===== src/sv/spx_pkg.sv =====
// Package for the sprite entry tile expander: field positions, position constants,
// and the row descriptor passed between the front end, the queue and the back end.
// No dependencies.
package spx_pkg;

    // attribute byte fields
    localparam int AttrEnable = 0;
    localparam int AttrYMsb   = 1;
    localparam int AttrXMsb   = 2;
    localparam int AttrYFlip  = 3;
    localparam int AttrXFlip  = 4;
    localparam int AttrHeightLo = 5;
    localparam int AttrHeightHi = 7;

    // position constants
    localparam logic [8:0] XWrapLimit = 9'h17f;
    localparam logic [9:0] YBaseHigh  = 10'd495;   // 239 + 256
    localparam logic [9:0] YBaseLow   = 10'd240;
    localparam logic [9:0] FlipXBase  = 10'd304;
    localparam logic [9:0] FlipYBase  = 10'd224;
    localparam logic [9:0] RowStep    = 10'd16;

    localparam int QueueDepthDefault = 2;

    typedef struct packed {
        logic [15:0] base;
        logic [3:0]  colour;
        logic        flip_x;
        logic        flip_y;
        logic [9:0]  sx;
        logic [9:0]  sy;
        logic [2:0]  height;
        logic        step_down;   // rows step by +16 (screen flipped)
    } t_desc;

    typedef struct packed {
        logic  valid;
        t_desc desc;
    } t_push;

endpackage


===== src/sv/spx_if.sv =====
// Handshake interfaces for sprite entries in and tile commands out.
// No dependencies.
interface spx_in_if;
    logic       valid;
    logic       ready;
    logic [7:0] y_byte;
    logic [7:0] attr_byte;
    logic [7:0] tile_byte;
    logic [7:0] bank_byte;
    logic [3:0] colour_in;
    logic [7:0] x_byte;

    modport source (output valid, y_byte, attr_byte, tile_byte, bank_byte, colour_in,
                    x_byte, input ready);
    modport sink   (input valid, y_byte, attr_byte, tile_byte, bank_byte, colour_in,
                    x_byte, output ready);
endinterface

interface spx_out_if;
    logic              valid;
    logic              ready;
    logic [15:0]       tile_code;
    logic [3:0]        colour_out;
    logic              flip_x;
    logic              flip_y;
    logic signed [9:0] screen_x;
    logic signed [9:0] screen_y;
    logic              last_row;

    modport source (output valid, tile_code, colour_out, flip_x, flip_y, screen_x,
                    screen_y, last_row, input ready);
    modport sink   (input valid, tile_code, colour_out, flip_x, flip_y, screen_x,
                    screen_y, last_row, output ready);
    modport mon    (input valid, ready, tile_code, colour_out, flip_x, flip_y, screen_x,
                    screen_y, last_row);
endinterface


===== src/sv/spx_front.sv =====
// Front end: accepts sprite entries, drops disabled ones, computes base code and
// screen position. Holds the screen flip register. Depends on spx_pkg, spx_if.
module spx_front (
    input  logic             i_clk,
    input  logic             i_rst_n,
    input  logic             i_cfg_we,
    input  logic             i_cfg_wdata,
    spx_in_if.sink           i_item,
    input  logic             i_q_full,
    output spx_pkg::t_push   o_push
);
    import spx_pkg::*;

    logic       r_screen_flip;
    logic [8:0] x9;
    logic [9:0] sx_raw;
    logic [9:0] sy_raw;

    always_ff @(posedge i_clk) begin
        if (!i_rst_n) begin
            r_screen_flip <= 1'b0;
        end else if (i_cfg_we) begin
            r_screen_flip <= i_cfg_wdata;
        end
    end

    assign i_item.ready = !i_q_full;

    always_comb begin
        x9     = {i_item.attr_byte[AttrXMsb], i_item.x_byte};
        // 0x180..0x1ff wrap negative
        sx_raw = (x9 > XWrapLimit) ? {1'b1, x9} : {1'b0, x9};
        sy_raw = i_item.attr_byte[AttrYMsb] ? (YBaseHigh - {2'b00, i_item.y_byte})
                                            : (YBaseLow  - {2'b00, i_item.y_byte});

        o_push.valid          = i_item.valid && !i_q_full && i_item.attr_byte[AttrEnable];
        o_push.desc.base      = {i_item.bank_byte, i_item.tile_byte};
        o_push.desc.colour    = i_item.colour_in;
        o_push.desc.flip_x    = i_item.attr_byte[AttrXFlip] ^ r_screen_flip;
        o_push.desc.flip_y    = i_item.attr_byte[AttrYFlip] ^ r_screen_flip;
        o_push.desc.sx        = r_screen_flip ? (FlipXBase - sx_raw) : sx_raw;
        o_push.desc.sy        = r_screen_flip ? (FlipYBase - sy_raw) : sy_raw;
        o_push.desc.height    = i_item.attr_byte[AttrHeightHi:AttrHeightLo];
        o_push.desc.step_down = r_screen_flip;
    end

endmodule


===== src/sv/spx_queue.sv =====
// Short register queue of entry descriptors between front and back end.
// Depends on spx_pkg.
module spx_queue #(
    parameter int Depth = spx_pkg::QueueDepthDefault
) (
    input  logic            i_clk,
    input  logic            i_rst_n,
    input  spx_pkg::t_push  i_push,
    output logic            o_full,
    output logic            o_valid,
    output spx_pkg::t_desc  o_desc,
    input  logic            i_pop
);
    import spx_pkg::*;

    localparam int PtrW = (Depth > 1) ? $clog2(Depth) : 1;
    localparam int CntW = $clog2(Depth + 1);

    t_desc           r_mem [Depth];
    logic [PtrW-1:0] r_wr_ptr;
    logic [PtrW-1:0] r_rd_ptr;
    logic [CntW-1:0] r_count;
    logic            do_pop;

    assign o_full  = (r_count == CntW'(Depth));
    assign o_valid = (r_count != '0);
    assign o_desc  = r_mem[r_rd_ptr];
    assign do_pop  = i_pop && o_valid;

    always_ff @(posedge i_clk) begin
        if (i_push.valid) begin
            r_mem[r_wr_ptr] <= i_push.desc;
        end
    end

    always_ff @(posedge i_clk) begin
        if (!i_rst_n) begin
            r_wr_ptr <= '0;
            r_rd_ptr <= '0;
            r_count  <= '0;
        end else begin
            if (i_push.valid) begin
                r_wr_ptr <= (r_wr_ptr == PtrW'(Depth - 1)) ? '0 : r_wr_ptr + 1'b1;
            end
            if (do_pop) begin
                r_rd_ptr <= (r_rd_ptr == PtrW'(Depth - 1)) ? '0 : r_rd_ptr + 1'b1;
            end
            case ({i_push.valid, do_pop})
                2'b10:   r_count <= r_count + 1'b1;
                2'b01:   r_count <= r_count - 1'b1;
                default: r_count <= r_count;
            endcase
        end
    end

endmodule


===== src/sv/spx_back.sv =====
// Back end: expands one descriptor into height+1 tile commands, one per cycle while the
// output is not stalled, into a registered output stage. Depends on spx_pkg, spx_if.
module spx_back (
    input  logic            i_clk,
    input  logic            i_rst_n,
    input  logic            i_q_valid,
    input  spx_pkg::t_desc  i_q_desc,
    output logic            o_pop,
    spx_out_if.source       o_cmd
);
    import spx_pkg::*;

    logic        r_busy;
    t_desc       r_desc;
    logic [2:0]  r_row;
    logic [9:0]  r_y;
    logic [15:0] r_code;

    logic        r_ovalid;
    logic [15:0] r_o_code;
    logic [3:0]  r_o_colour;
    logic        r_o_fx;
    logic        r_o_fy;
    logic [9:0]  r_o_x;
    logic [9:0]  r_o_y;
    logic        r_o_last;

    logic        can_emit;
    logic        is_last;

    assign can_emit = r_busy && (!r_ovalid || o_cmd.ready);
    assign is_last  = (r_row == r_desc.height);
    assign o_pop    = i_q_valid && (!r_busy || (can_emit && is_last));

    always_ff @(posedge i_clk) begin
        if (!i_rst_n) begin
            r_busy   <= 1'b0;
            r_ovalid <= 1'b0;
        end else begin
            if (o_pop) begin
                r_busy <= 1'b1;
            end else if (can_emit && is_last) begin
                r_busy <= 1'b0;
            end
            if (can_emit) begin
                r_ovalid <= 1'b1;
            end else if (o_cmd.ready) begin
                r_ovalid <= 1'b0;
            end
        end
    end

    // row walk
    always_ff @(posedge i_clk) begin
        if (o_pop) begin
            r_desc <= i_q_desc;
            r_row  <= '0;
            r_y    <= i_q_desc.sy;
            r_code <= i_q_desc.base;
        end else if (can_emit) begin
            r_row  <= r_row + 1'b1;
            r_y    <= r_desc.step_down ? (r_y + RowStep) : (r_y - RowStep);
            r_code <= r_code + 1'b1;
        end
    end

    always_ff @(posedge i_clk) begin
        if (can_emit) begin
            r_o_code   <= r_code;
            r_o_colour <= r_desc.colour;
            r_o_fx     <= r_desc.flip_x;
            r_o_fy     <= r_desc.flip_y;
            r_o_x      <= r_desc.sx;
            r_o_y      <= r_y;
            r_o_last   <= is_last;
        end
    end

    assign o_cmd.valid      = r_ovalid;
    assign o_cmd.tile_code  = r_o_code;
    assign o_cmd.colour_out = r_o_colour;
    assign o_cmd.flip_x     = r_o_fx;
    assign o_cmd.flip_y     = r_o_fy;
    assign o_cmd.screen_x   = $signed(r_o_x);
    assign o_cmd.screen_y   = $signed(r_o_y);
    assign o_cmd.last_row   = r_o_last;

endmodule


===== src/sv/sprite_entry_tile_expander.sv =====
// Sprite entry tile expander top level: entries pass the queue, the back-end row
// registers and the output stage. Throughput: one command per cycle unless o_cmd stalls;
// an entry gives height+1 commands (1 to 8); disabled entries never reach the back end.
// Reset (i_rst_n, synchronous, active low) empties the queue, clears the output stage and
// sets screen flip to 0. Depends on spx_pkg, spx_if and submodules.
module sprite_entry_tile_expander #(
    parameter int QueueDepth = spx_pkg::QueueDepthDefault
) (
    input  logic       i_clk,
    input  logic       i_rst_n,
    input  logic       i_cfg_we,
    input  logic       i_cfg_wdata,
    spx_in_if.sink     i_item,
    spx_out_if.source  o_cmd
);
    import spx_pkg::*;

    // front -> queue: push word with precomputed position and flips
    t_push push;
    logic  q_full;
    // queue -> back
    logic  q_valid;
    t_desc q_desc;
    logic  q_pop;

    // front end: classify entry, compute base code and screen position
    spx_front u_front (
        .i_clk       (i_clk),
        .i_rst_n     (i_rst_n),
        .i_cfg_we    (i_cfg_we),
        .i_cfg_wdata (i_cfg_wdata),
        .i_item      (i_item),
        .i_q_full    (q_full),
        .o_push      (push)
    );

    // decouples entry intake from row expansion
    spx_queue #(
        .Depth (QueueDepth)
    ) u_queue (
        .i_clk   (i_clk),
        .i_rst_n (i_rst_n),
        .i_push  (push),
        .o_full  (q_full),
        .o_valid (q_valid),
        .o_desc  (q_desc),
        .i_pop   (q_pop)
    );

    // back end: one command per row, registered output
    spx_back u_back (
        .i_clk     (i_clk),
        .i_rst_n   (i_rst_n),
        .i_q_valid (q_valid),
        .i_q_desc  (q_desc),
        .o_pop     (q_pop),
        .o_cmd     (o_cmd)
    );

endmodule


===== src/flat_wrapper.sv =====
// flat-port wrapper written by rule: the top's interface ports become plain ports
module sprite_entry_tile_expander_flat import spx_pkg::*;
#(
    parameter int QueueDepth = spx_pkg::QueueDepthDefault
)
  (i_clk, i_rst_n, i_cfg_we, i_cfg_wdata, i_item_valid, i_item_y_byte, i_item_attr_byte, i_item_tile_byte, i_item_bank_byte, i_item_colour_in, i_item_x_byte, i_item_ready, o_cmd_valid, o_cmd_tile_code, o_cmd_colour_out, o_cmd_flip_x, o_cmd_flip_y, o_cmd_screen_x, o_cmd_screen_y, o_cmd_last_row, o_cmd_ready);
  spx_in_if i_item_i ();
  spx_out_if o_cmd_i ();
  input  logic i_clk;
  input  logic i_rst_n;
  input  logic i_cfg_we;
  input  logic i_cfg_wdata;
  input wire logic [$bits(i_item_i.valid)-1:0] i_item_valid;
  input wire logic [$bits(i_item_i.y_byte)-1:0] i_item_y_byte;
  input wire logic [$bits(i_item_i.attr_byte)-1:0] i_item_attr_byte;
  input wire logic [$bits(i_item_i.tile_byte)-1:0] i_item_tile_byte;
  input wire logic [$bits(i_item_i.bank_byte)-1:0] i_item_bank_byte;
  input wire logic [$bits(i_item_i.colour_in)-1:0] i_item_colour_in;
  input wire logic [$bits(i_item_i.x_byte)-1:0] i_item_x_byte;
  output wire logic [$bits(i_item_i.ready)-1:0] i_item_ready;
  output wire logic [$bits(o_cmd_i.valid)-1:0] o_cmd_valid;
  output wire logic [$bits(o_cmd_i.tile_code)-1:0] o_cmd_tile_code;
  output wire logic [$bits(o_cmd_i.colour_out)-1:0] o_cmd_colour_out;
  output wire logic [$bits(o_cmd_i.flip_x)-1:0] o_cmd_flip_x;
  output wire logic [$bits(o_cmd_i.flip_y)-1:0] o_cmd_flip_y;
  output wire logic [$bits(o_cmd_i.screen_x)-1:0] o_cmd_screen_x;
  output wire logic [$bits(o_cmd_i.screen_y)-1:0] o_cmd_screen_y;
  output wire logic [$bits(o_cmd_i.last_row)-1:0] o_cmd_last_row;
  input wire logic [$bits(o_cmd_i.ready)-1:0] o_cmd_ready;
  assign i_item_i.valid = i_item_valid;
  assign i_item_i.y_byte = i_item_y_byte;
  assign i_item_i.attr_byte = i_item_attr_byte;
  assign i_item_i.tile_byte = i_item_tile_byte;
  assign i_item_i.bank_byte = i_item_bank_byte;
  assign i_item_i.colour_in = i_item_colour_in;
  assign i_item_i.x_byte = i_item_x_byte;
  assign i_item_ready = i_item_i.ready;
  assign o_cmd_valid = o_cmd_i.valid;
  assign o_cmd_tile_code = o_cmd_i.tile_code;
  assign o_cmd_colour_out = o_cmd_i.colour_out;
  assign o_cmd_flip_x = o_cmd_i.flip_x;
  assign o_cmd_flip_y = o_cmd_i.flip_y;
  assign o_cmd_screen_x = o_cmd_i.screen_x;
  assign o_cmd_screen_y = o_cmd_i.screen_y;
  assign o_cmd_last_row = o_cmd_i.last_row;
  assign o_cmd_i.ready = o_cmd_ready;
  sprite_entry_tile_expander #(.QueueDepth(QueueDepth)) u_core (.i_clk(i_clk), .i_rst_n(i_rst_n), .i_cfg_we(i_cfg_we), .i_cfg_wdata(i_cfg_wdata), .i_item(i_item_i), .o_cmd(o_cmd_i));
endmodule

===== config.mk =====
export PLATFORM = sky130hd
export DESIGN_NAME = sprite_entry_tile_expander_flat
export DESIGN_NICKNAME = d
export VERILOG_FILES = /design/src/sv/spx_pkg.sv /design/src/sv/spx_if.sv /design/src/sv/spx_front.sv /design/src/sv/spx_queue.sv /design/src/sv/spx_back.sv /design/src/sv/sprite_entry_tile_expander.sv /design/src/flat_wrapper.sv
export SDC_FILE = /design/constraint.sdc
export NUM_CORES = 1
export LEC_CHECK = 0
export ABC_AREA = 1
export BUFFER_PORTS_ARGS = -buffer_cell sky130_fd_sc_hd__buf_4
export CAP_MARGIN = 40
export CORE_MARGIN = 5
export CORE_UTILIZATION = 35
export CTS_BUF_LIST = sky130_fd_sc_hd__clkbuf_2 sky130_fd_sc_hd__clkbuf_4 sky130_fd_sc_hd__clkbuf_8
export CTS_CLUSTER_DIAMETER = 200
export DETAILED_ROUTE_END_ITERATION = 10
export GPL_ROUTABILITY_DRIVEN = 1
export REMOVE_ABC_BUFFERS = 1
export SETUP_SLACK_MARGIN = 0.15
export SLEW_MARGIN = 20
export SYNTH_ARGS = -nofsm -noshare
export SYNTH_HDL_FRONTEND = slang
export SYNTH_SLANG_ARGS = --single-unit

===== constraint.sdc =====
create_clock -name i_clk -period 3.3 [get_ports i_clk]
set_input_delay 0.495 -clock i_clk [delete_from_list [all_inputs] [get_ports i_clk]]
set_output_delay 0.495 -clock i_clk [all_outputs]
set_load 0.02 [all_outputs]

==> results of run 1 <==
## layer usage
metal | up-vias | global-route usage [%]
li1 | 2498 | -
met1 | 2268 | 14.9
met2 | 91 | 20.8
met3 | 21 | 2.99
met4 | 0 | 4.58
met5 | - | 0
## metrics by stage
stage / hold slack, ps / worst slack (ps) / util [%]
2_1_floorplan: 400 / 120 / -
3_3_place_gp: 401 / 1140 / 40.2
5_1_grt: 154 / 1020 / 42.1
3_5_place_dp: 407 / 1100 / 40.2
6_report: 201 / 1240 / 42.1
4_1_cts: 165 / 1180 / 42.1
## cell type report
cell class / instances / area [um2] / share of cell area, %
flip-flops and latches: 192 / 5660 / 59.3
multi-input cells: 411 / 2110 / 22.2
repair buffers: 107 / 801 / 8.40
well taps: 285 / 357 / 3.74
clock buffers: 17 / 234 / 2.45
clock inverters: 15 / 190 / 1.99
inverters: 49 / 184 / 1.93
## cell families (layout without fill, tap and decap cells)
logic type | count (synthesis) | in the layout | synth area share (%)
AND/OR/NAND/NOR | 306 | 306 | 15.7
flip-flops | 192 | 192 | 70.3
buffers and inverters | 65 | 188 | 3.68
AO/OA/AOI/OAI | 52 | 52 | 3.72
XOR/XNOR | 32 | 32 | 3.48
adder cells (fa/ha/maj) | 14 | 14 | 2.27
multiplexers | 7 | 7 | 0.871
## synthesized netlist by cell type, types with 4 or more instances
| master | count | area [um2] |
|---|---|---|
| mux2i_1 | 7 | 70.1 |
| xnor2_1 | 10 | 87.6 |
| clkbuf_1 | 6 | 22.5 |
| nand3_1 | 26 | 130 |
| ha_1 | 13 | 163 |
| buf_6 | 6 | 67.6 |
| o21ai_0 | 18 | 90.1 |
| edfxtp_1 | 181 | 5440 |
| a21oi_1 | 16 | 80.1 |
| nand2_1 | 217 | 815 |
| nand3b_1 | 4 | 30.0 |
| nor2_1 | 33 | 124 |
| nand4_1 | 4 | 25.0 |
| o21ai_1 | 7 | 35.0 |
| dfxtp_1 | 11 | 220 |
| nor3_1 | 6 | 30.0 |
| or2_2 | 8 | 50.1 |
| inv_1 | 47 | 176 |
| xor2_1 | 22 | 193 |
## worst max-delay path by stage
stage / end / slack [ps] / cells after the start
after global routing: u_core.u_back.r_code[0] / 1020 / 8
after detailed placement: u_core.u_queue.r_mem[0][10] / 1100 / 12
after floorplan: u_core.u_queue.r_mem[0][0] / 120 / 4
final: u_core.u_back.r_code[0] / 1240 / 8
after global placement: u_core.u_queue.r_mem[0][10] / 1140 / 12
after CTS: u_core.u_back.r_code[1] / 1180 / 8
## report_power, final
part | switching, uW | leakage [uW] | internal, uW | total, uW
sequential | 302 | 0.00178 | 3640 | 3940
clock | 950 | 0.000206 | 586 | 1540
combinational | 1660 | 0.00181 | 917 | 2580
## critical path: stages, from the launching register on
cell      delay [ps]
edfxtp_1         400
xnor2_1          140
nand2_1           70
nor2_2           110
nand2_2          100
nand2_1          110
nand2_2          360
nand2_1          210
buf_4            250
## sequential cells by signal, summed over array words and instances, names as in the netlist, 2 cells and up, named ones only
name and count:
u_core.u_back.o_cmd.screen_y 10, u_core.u_back.r_y 10, u_core.u_queue.r_mem 92, u_core.u_back.o_cmd.screen_x 10, u_core.u_back.r_desc 20, u_core.u_queue.r_count 2, u_core.u_back.r_code 16, u_core.u_back.r_row 3
u_core.u_back.o_cmd.tile_code 16, u_core.u_back.o_cmd.colour_out 4
==> summary.md, run 1 <==
| Metric | Value |
|---|---|
| First-pass GRT wire length | `24700 um` |
| Met3 routed WL | `566 um` |
| Clock Tree Root | `clkbuf_8` |
| R2r startpoint | `u_core.u_back.r_desc[2]` |
| Required @ worst endpoint | `3470 ps` |
| Max-slew headroom | `54.2%` |
| Cells after Synth | `668` |
| Critical Path AT | `2230 ps` |
| Most frequent cells in the layout | `nand2_1, edfxtp_1, buf_4` |
| Clock skew | `18.9 ps` |
| Unrepaired setup endpoints after global routing | `no` |
| Antenna Violating Nets Remaining | `0` |
| Post-CTS sizing | `0` |
| Status | `finished, final reports clean` |
| WL met2 | `7620 um` |
| Synth-to-layout area growth | `18.5%` |
| Core area | `22600 um2` |
| Initial Util | `35.5%` |
| Setup crit end kind | `flip-flop` |
| ANT cells | `0` |
| Largest net degree at the start of global routing | `47` |
| Maximum vdd ir drop | `0.459 mV` |
| DR WL/cell | `14.2 um` |
| Post-route DRC | `0` |
| Overflow after GRT | `0` |
| Final setup fails | `0` |
| Placed Cells | `1043` |
| Crit Path Class | `reg2reg` |
| R2r endpoint | `u_core.u_back.r_code[0]` |
| Number of fill cells | `2114` |
| Vert. Die Dim | `162 um` |
| Top_reg_cell synth | `edfxtp_1` |
| Largest fanout on the critical path | `32` |
| Max Used Layer | `met4` |
| Synth warn | `0` |
| Worst-Margin Slew | `688 ps` |
| Clock Path Buffers | `2` |
| Ys async rst share | `0%` |
| First-pass iteration count of the detailed router | `4` |
| Post-CTS setup buffer count | `0` |
| PortBufs | `94` |
| Setup tns final | `0 ps` |
| Final Max Tran Viols | `0` |
| Full die area | `26100 um2` |
| Synth cell types | `35` |
| EDFF count, synth | `181` |
| Synthesized area | `8050 um2` |
| Fmax achieved | `485 MHz` |
| Hold Buf Count CTS | `0` |
| Via count | `4878` |
| Min-delay src | `i_item_colour_in[2]` |
| Num CTS Buffers | `17` |
| First DRT Iteration DRCs | `217` |
| Fin area | `9540 um2` |
| Startpoint types | `flip-flop` |
| Area after DPL | `9110 um2` |
| Leak Pwr | `0.00379 uW` |
| Routed met1 length | `6750 um` |
| Cells on Worst Hold Path | `1` |
| Minimum clock period | `2060 ps` |
| Die Wd | `162 um` |
| Clk Latency, worst-skew pair | `480 ps` |
| Worst min path class | `in2reg` |
| CTS tree | `yes` |
| Post-layout instance count excluding filler cells | `1076` |
| Critical path origin | `u_core.u_back.r_desc[2]` |
| Register-to-Register Path Depth | `8` |
| Total GRT Usage | `12.1%` |
| Rows | `55` |
| Commonest non-fill, non-tap cell in the layout | `nand2_1` |
| Max Cap Viol | `0` |
| Tcrit/Tclk final | `62.5%` |
| Syn_area_per_cell | `12.0 um2` |
| DP HPWL | `10500 um` |
| Vias per cell | `4.53` |
| Seq cells post-synth | `192` |
| Fin. Hold Viols | `0` |
| WL final | `15300 um` |
| Final net count | `842` |
| Pwr Total | `8060 uW` |
| Post-synthesis sequential area ratio | `70.3%` |
| Ports | `95` |
| CTS clk-pin slew, worst paths | `110 ps` |
| R2R Setup Slk | `1240 ps` |
| Antenna violations before repair | `0` |
| Layout cells sized above 1 | `20.5%` |
| Hold Path Sink | `u_core.u_queue.r_mem[1][28]` |
| Htree depth | `4` |
| Clock sink count | `192` |
| Vias in the first global route | `4852` |
| PD cells | `845 nW/um2` |
| Routability cong. | `0.761` |
(Power assumes the default switching activity.)
==> run 2, diff against run 1 <==
- ABC_AREA: 1 -> 0
- clock period: 3.3 -> 2.02 ns (I/O delays scaled with it)
==> summary.md, run 2 <==
| Metric | Value |
|---|---|
| Post-route DRC | `0 (unchanged)` |
| Required @ worst endpoint | `2410 ps (was 3470 ps)` |
| Clk Latency, worst-skew pair | `450 ps (was 480 ps)` |
| First-pass GRT wire length | `24100 um (was 24700 um)` |
| Sequential fraction of design power | `47.6% (was 48.9%)` |
| Minimum clock period | `1970 ps (was 2060 ps)` |
| Synthesized area | `7930 um2 (was 8050 um2)` |
| Die Wd | `161 um (was 162 um)` |
| Layer with the highest usage | `met2 (unchanged)` |
| PD cells | `1290 nW/um2 (was 845 nW/um2)` |
| Clock Tree Root | `clkbuf_8 (unchanged)` |
| DP HPWL | `10400 um (was 10500 um)` |
| Most area-hungry cell type in the Yosys netlist | `edfxtp_1 (unchanged)` |
| Clock skew | `11.9 ps (was 18.9 ps)` |
| Net Sw Frac | `32.4% (was 36.2%)` |
| Commonest cells in the synthesized netlist | `edfxtp_1, xnor2_1, nand2_1, mux2_2, nor2_1 (was nand2_1, edfxtp_1, inv_1, nor2_1, nand3_1)` |
| Sw Pwr | `4200 uW (was 2910 uW)` |
| Clock sink count | `192 (unchanged)` |
| Register-to-Register Path Depth | `9 (was 8)` |
| Min-delay src | `i_item_bank_byte[5] (was i_item_colour_in[2])` |
| Final Max Tran Viols | `0 (unchanged)` |
| Worst-Margin Slew | `497 ps (was 688 ps)` |
| CP top delay family | `flip-flops (was simple AND/OR/NAND/NOR gates)` |
| ANT cells | `0 (unchanged)` |
| Ports | `95 (unchanged)` |
| Compound-cell area share of the yosys netlist | `5.82% (was 3.72%)` |
| Routability cong. | `0.816 (was 0.761)` |
| Vias per cell | `4.69 (was 4.53)` |
| Maximum vdd ir drop | `0.508 mV (was 0.459 mV)` |
| Combinational power share | `32.8% (was 32.0%)` |
| Pre-CTS setup slack | `-184 ps (was 1100 ps)` |
| Most common cell in the netlist | `edfxtp_1 (was nand2_1)` |
| Slack of the critical path | `54.7 ps (was 1240 ps)` |
| Post-synthesis sequential area ratio | `71.3% (was 70.3%)` |
| Syn_area_per_cell | `15.4 um2 (was 12.0 um2)` |
| Synth cell types | `54 (was 35)` |
| Htree depth | `4 (unchanged)` |
| Vert. Die Dim | `161 um (was 162 um)` |
| Crit Path Class | `reg2reg (unchanged)` |
| Top_reg_cell synth | `edfxtp_1 (unchanged)` |
| Multiplexer share of the synthesized area | `5.24% (was 0.871%)` |
| Post-synthesis adder-cell area fraction | `2.30% (was 2.27%)` |
| Antenna violations before repair | `0 (unchanged)` |
| Synth warn | `0 (unchanged)` |
| Num CTS Buffers | `17 (unchanged)` |
| Setup crit end kind | `flip-flop (unchanged)` |
| PortBufs | `94 (unchanged)` |
| Antenna Violating Nets Remaining | `0 (unchanged)` |
| Leak Pwr | `0.00357 uW (was 0.00379 uW)` |
| Ys async rst share | `0% (unchanged)` |
| Critical path, cell by cell | `xor2_2 > o41ai_2 > buf_4 > o21ai_4 > clkinv_2 > ha_4 > xnor2_2 > or3_1 > a21boi_1 (was xnor2_1 > nand2_1 > nor2_2 > nand2_2 > nand2_1 > nand2_2 > nand2_1 > buf_4)` |
| Internal power | `8780 uW (was 5140 uW)` |
| Vias in the first global route | `4765 (was 4852)` |
| Synth-to-layout area growth | `26.8% (was 18.5%)` |
| Commonest non-fill, non-tap cell in the layout | `edfxtp_1 (was nand2_1)` |
| Largest net degree at the start of global routing | `48 (was 47)` |
| Overflow after GRT | `0 (unchanged)` |
| Initial Util | `35.2% (was 35.5%)` |
| Slowest-stage cell, CP | `edfxtp_1 (unchanged)` |
| CP Depth | `9 (was 8)` |
| EDFF count, synth | `181 (unchanged)` |
| Dominant cells by area after synthesis | `edfxtp_1, xnor2_1, mux2_2 (was edfxtp_1, nand2_1, dfxtp_1)` |
| Xor-xnor portion of the synthesized cell area | `5.41% (was 3.48%)` |
| Synth Area in Simple Gates | `7.99% (was 15.7%)` |
| Final net count | `732 (was 842)` |
| Post-synth top area share | `68.6% (was 67.5%)` |
| Max Cap Viol | `0 (unchanged)` |
| Critical path origin | `u_core.u_back.r_desc[1] (was u_core.u_back.r_desc[2])` |
| CTS tree | `yes (unchanged)` |
| Critical Path AT | `2360 ps (was 2230 ps)` |
| Largest family of logic cells by synthesized area | `simple AND/OR/NAND/NOR gates (unchanged)` |
| First-pass iteration count of the detailed router | `7 (was 4)` |
| Cells on Worst Hold Path | `1 (unchanged)` |
| Worst min path class | `in2reg (unchanged)` |
| Worst path bufs/invs | `2 (was 1)` |
| Full die area | `25800 um2 (was 26100 um2)` |
| Fmax achieved | `509 MHz (was 485 MHz)` |
| Setup tns final | `0 ps (unchanged)` |
| Largest regs | `u_core.u_queue.r_mem: 92 flops, u_core.u_back.r_desc: 20 flops (unchanged)` |
| First DRT Iteration DRCs | `210 (was 217)` |
| Most frequent cells in the layout | `edfxtp_1, buf_4, xnor2_1 (was nand2_1, edfxtp_1, buf_4)` |
| Rows | `55 (unchanged)` |
| R2r startpoint | `u_core.u_back.r_desc[1] (was u_core.u_back.r_desc[2])` |
| Via count | `4526 (was 4878)` |
| Startpoint types | `flip-flop (unchanged)` |
| Core area | `22500 um2 (was 22600 um2)` |
| GR met1 Demand/Resource | `12.9% (was 14.9%)` |
| Status | `finished, final reports clean (unchanged)` |
| Clock power share | `19.6% (was 19.1%)` |
| Fin. Hold Viols | `0 (unchanged)` |
| Seq cells post-synth | `192 (unchanged)` |
| CTS clk-pin slew, worst paths | `100 ps (was 110 ps)` |
| GR Util met2 | `21.7% (was 20.8%)` |
| Largest fanout on the critical path | `2 (was 32)` |
| Final setup fails | `0 (unchanged)` |
| Largest Register | `u_core.u_queue.r_mem (unchanged)` |
| M3 GR Usage | `2.87% (was 2.99%)` |
| Number of flip-flops in the largest register | `92 (unchanged)` |
| Total GRT Usage | `11.7% (was 12.1%)` |
| WL final | `14800 um (was 15300 um)` |
| Tcrit/Tclk final | `97.3% (was 62.5%)` |
| Layout cells sized above 1 | `32.3% (was 20.5%)` |
| Cells after Synth | `516 (was 668)` |
| Clock Path Buffers | `2 (unchanged)` |
| Unrepaired setup endpoints after global routing | `yes (was no)` |
| DR WL/cell | `15.4 um (was 14.2 um)` |
| Slowest Stage Delay on Critical Path | `450 ps (was 400 ps)` |
| Max-slew headroom | `66.6% (was 54.2%)` |
==> run 2: cell count changes in the layout (fill, tap and decap cells not counted), moves of 8 or more <==
cell and delta:
mux2_2 +20, nor2_1 -13, nand2_1 -193, mux2i_1 +12, nor2b_1 +16, nand3_1 -14, dlygate4sd3_1 +17, xnor2_1 +21
inv_1 -33, buf_4 +21, a211oi_2 +8
==> run 2: worst register-to-register path: cells and delay by family (launching register included) <==
family | cells | cell delay (ps)
AOI/OAI and AO/OA | 3 | 300
and+or+nand+nor | 1 | 370
DFF | 1 | 450
buffers and inverters | 2 | 250
xor gates and xnor gates | 2 | 370
adders and majority gates | 1 | 170
==> run 2: kinds of logic after synthesis <==
logic type | count (synthesis)
flip-flops | 192
AND/OR/NAND/NOR | 117
AO/OA/AOI/OAI | 70
XOR/XNOR | 49
multiplexers | 39
buffers and inverters | 35
adder cells (fa/ha/maj) | 14
==> run 2: power by group through the flow <==
| stage | Clock [uW] | Combinational [uW] | Sequential, uW |
|---|---|---|---|
| after floorplan | 0 | 2300 | 7110 |
| after global placement | 0 | 3800 | 6220 |
| after detailed placement | 0 | 3890 | 6260 |
| after CTS | 2620 | 4090 | 6180 |
| after global routing | 2800 | 4700 | 6280 |
| final | 2540 | 4260 | 6180 |
==> run 2: timing repair <==
action / CTS / global route
pin swaps: 4 / 4
hold endpoints to repair: 20 / 13
hold buffers: 10 / 7
resized for setup: 16 / 21
endpoints found under the setup margin: 57 / 85
setup buffers: 1 / 2
==> run 2: final cells by class <==
class / count / area, um2
inverters: 18 / 81.3
fillers: 1969 / 12400
clock buffers: 17 / 234
clock inverters: 15 / 176
multi-input cells: 289 / 2300
well taps: 285 / 357
repair buffers: 150 / 1240
flip-flops and latches: 192 / 5660
==> run 2: layer usage <==
layer | routed length (um) | vias to the layer above | share of wire [%]
met5 | 0 | - | 0
met4 | 274 | 0 | 1.8
met3 | 614 | 16 | 4.1
met2 | 8090 | 90 | 54
met1 | 5870 | 2182 | 40
li1 | - | 2238 | -
==> run 2: per-stage QoR <==
| step | power (uW) | hold slack (ps) | instance area [um2] | std cells | utilization (%) |
|---|---|---|---|---|---|
| 2_1_floorplan | 9410 | 400 | 7850 | 499 | - |
| 5_1_grt | 13800 | 1.45 | 10100 | 966 | 44.7 |
| 3_5_place_dp | 10200 | 405 | 9290 | 914 | 41.3 |
| 6_report | 13000 | 44.4 | 10100 | 966 | 44.7 |
| 3_3_place_gp | 10000 | 404 | 9290 | 914 | 41.3 |
| 4_1_cts | 12900 | 0.186 | 9880 | 957 | 43.9 |
==> run 2: final timing paths <==
kind / end / slack [ps]
setup reg to reg: u_core.u_queue.r_count[1] / 50
setup / recovery: u_core.u_queue.r_count[1] / 50
hold / removal: u_core.u_queue.r_mem[1][43] / 40
hold reg to reg: u_core.u_back.o_cmd.screen_y[2] / 430
==> run 3, diff against run 2 <==
- SETUP_SLACK_MARGIN: 0.15 -> not set
==> summary.md, run 3 (synthesis results as in run 2) <==
| Metric | Value |
|---|---|
| Status | `finished, final reports clean (unchanged)` |
| Antenna violations before repair | `0 (unchanged)` |
| Number of fill cells | `1971 (was 1969)` |
| Antenna Violating Nets Remaining | `0 (unchanged)` |
| Layout cells sized above 1 | `31.2% (was 32.3%)` |
| CTS tree | `yes (unchanged)` |
| Clock sink count | `192 (unchanged)` |
| Ports | `95 (unchanged)` |
| Total GRT Usage | `11.6% (was 11.7%)` |
| Clk Latency, worst-skew pair | `450 ps (about the same)` |
| Fin. Hold Viols | `0 (unchanged)` |
| Num CTS Buffers | `17 (unchanged)` |
| Required @ worst endpoint | `2410 ps (about the same)` |
| Minimum clock period | `1970 ps (about the same)` |
| Unrepaired setup endpoints after global routing | `yes (unchanged)` |
| Slowest Stage Delay on Critical Path | `450 ps (about the same)` |
| Crit Path Class | `reg2reg (unchanged)` |
| Final setup fails | `0 (unchanged)` |
| Most frequent cells in the layout | `edfxtp_1, buf_4, xnor2_1 (unchanged)` |
| CP top delay family | `flip-flops (unchanged)` |
| Core area | `22500 um2 (unchanged)` |
| Vias in the first global route | `4732 (was 4765)` |
| First-pass iteration count of the detailed router | `5 (was 7)` |
| Critical path, cell by cell | `xor2_2 > o41ai_2 > buf_4 > o21ai_4 > clkinv_2 > ha_4 > xnor2_2 > or3_1 > a21boi_1 (unchanged)` |
| Largest regs | `u_core.u_queue.r_mem: 92 flops, u_core.u_back.r_desc: 20 flops (unchanged)` |
| Placed Cells | `914 (unchanged)` |
| Final Max Tran Viols | `0 (unchanged)` |
| Vias per cell | `4.66 (was 4.69)` |
| Largest net degree at the start of global routing | `48 (unchanged)` |
| CTS clk-pin slew, worst paths | `100 ps (about the same)` |
| Leak Pwr | `0.00355 uW (was 0.00357 uW)` |
| Synth-to-layout area growth | `26.2% (was 26.8%)` |
| Slack of the critical path | `49.0 ps (was 54.7 ps)` |
| Clock skew | `12.1 ps (was 11.9 ps)` |
| Area after DPL | `9290 um2 (unchanged)` |
| Maximum vdd ir drop | `0.515 mV (was 0.508 mV)` |
| Via count | `4493 (was 4526)` |
| First-pass GRT wire length | `23900 um (was 24100 um)` |
| Pre-CTS setup slack | `-184 ps (unchanged)` |
| ANT cells | `0 (unchanged)` |
| Full die area | `25800 um2 (unchanged)` |
| Routability cong. | `0.816 (unchanged)` |
| Largest Register | `u_core.u_queue.r_mem (unchanged)` |
| Clock Tree Root | `clkbuf_8 (unchanged)` |
| Worst min path class | `in2reg (unchanged)` |
| Max-slew headroom | `66.8% (was 66.6%)` |
| Post-route DRC | `0 (unchanged)` |
| Commonest non-fill, non-tap cell in the layout | `edfxtp_1 (unchanged)` |
| Worst path bufs/invs | `2 (unchanged)` |
| First DRT Iteration DRCs | `214 (was 210)` |
| Initial Util | `35.2% (unchanged)` |
| Max Cap Viol | `0 (unchanged)` |
| DP HPWL | `10400 um (unchanged)` |
| Rows | `55 (unchanged)` |
| WL final | `14800 um (about the same)` |
| Overflow after GRT | `0 (unchanged)` |
| Startpoint types | `flip-flop (unchanged)` |
| Clock Path Buffers | `2 (unchanged)` |
| Setup crit end kind | `flip-flop (unchanged)` |
| Vert. Die Dim | `161 um (unchanged)` |
| PD cells | `1290 nW/um2 (about the same)` |
| Largest fanout on the critical path | `2 (unchanged)` |
| Post-layout instance count excluding filler cells | `965 (was 966)` |
| Number of flip-flops in the largest register | `92 (unchanged)` |
| Worst-Margin Slew | `494 ps (was 497 ps)` |
| PortBufs | `94 (unchanged)` |
| Htree depth | `4 (unchanged)` |
| Final net count | `731 (was 732)` |
| Critical Path AT | `2360 ps (about the same)` |
| Fin area | `10000 um2 (was 10100 um2)` |
| Slowest-stage cell, CP | `edfxtp_1 (unchanged)` |
| Util after Layout | `44.4% (was 44.7%)` |
| Fmax achieved | `507 MHz (was 509 MHz)` |
| DR WL/cell | `15.3 um (was 15.4 um)` |
| Tcrit/Tclk final | `97.6% (was 97.3%)` |
| Die Wd | `161 um (unchanged)` |
## run 3: cell type report
class	instances	area, um2	area share, %
flip-flops and latches	192	5660	56.6
multi-input cells	289	2270	22.7
repair buffers	149	1240	12.4
well taps	285	357	3.57
clock buffers	17	234	2.34
clock inverters	15	176	1.76
inverters	18	72.6	0.726
## run 3: timing repair
action | in CTS | in global routing
resized for setup | 9 | 14
hold endpoints to repair | 20 | 13
setup endpoints to repair | 40 | 56
pin swaps | 4 | 3
buffers inserted | 0 | 2
hold buffers | 10 | 7
## run 3: through the flow
stage | TNS, ps | hold WS, ps | total power (uW)
floorplan | -323720 | 400 | 9410
global placement | -380 | 404 | 10000
detailed placement | -1330 | 405 | 10200
CTS | 0 | 0.186 | 12800
global route | -203 | 1.45 | 13700
finish | 0 | 46.3 | 12900
## run 3: worst paths after layout
kind / start / endpoint / slack, ps / cells past startpoint
setup / recovery: u_core.u_back.r_desc[1] / u_core.u_queue.r_count[1] / 50 / 9
hold / removal: i_item_bank_byte[3] / u_core.u_queue.r_mem[0][41] / 50 / 1
setup reg to reg: u_core.u_back.r_desc[1] / u_core.u_queue.r_count[1] / 50 / 9
hold reg to reg: u_core.u_back.r_y[2] / u_core.u_back.o_cmd.screen_y[2] / 430 / 0
## run 3: metal layers
| layer | up-vias | GRT usage, % | part of all wire, % |
|---|---|---|---|
| li1 | 2240 | - | - |
| met1 | 2162 | 12.9 | 41 |
| met4 | 0 | 4.46 | 1.9 |
| met3 | 16 | 2.87 | 3.7 |
| met5 | - | 0 | 0 |
| met2 | 75 | 21.4 | 54 |
## run 3: power by group
part	leakage, uW	internal, uW	switching, uW
Sequential	0.00177	5710	465
Clock	0.000206	1150	1400
Combinational	0.00157	1870	2300
Total	0.00355	8720	4160
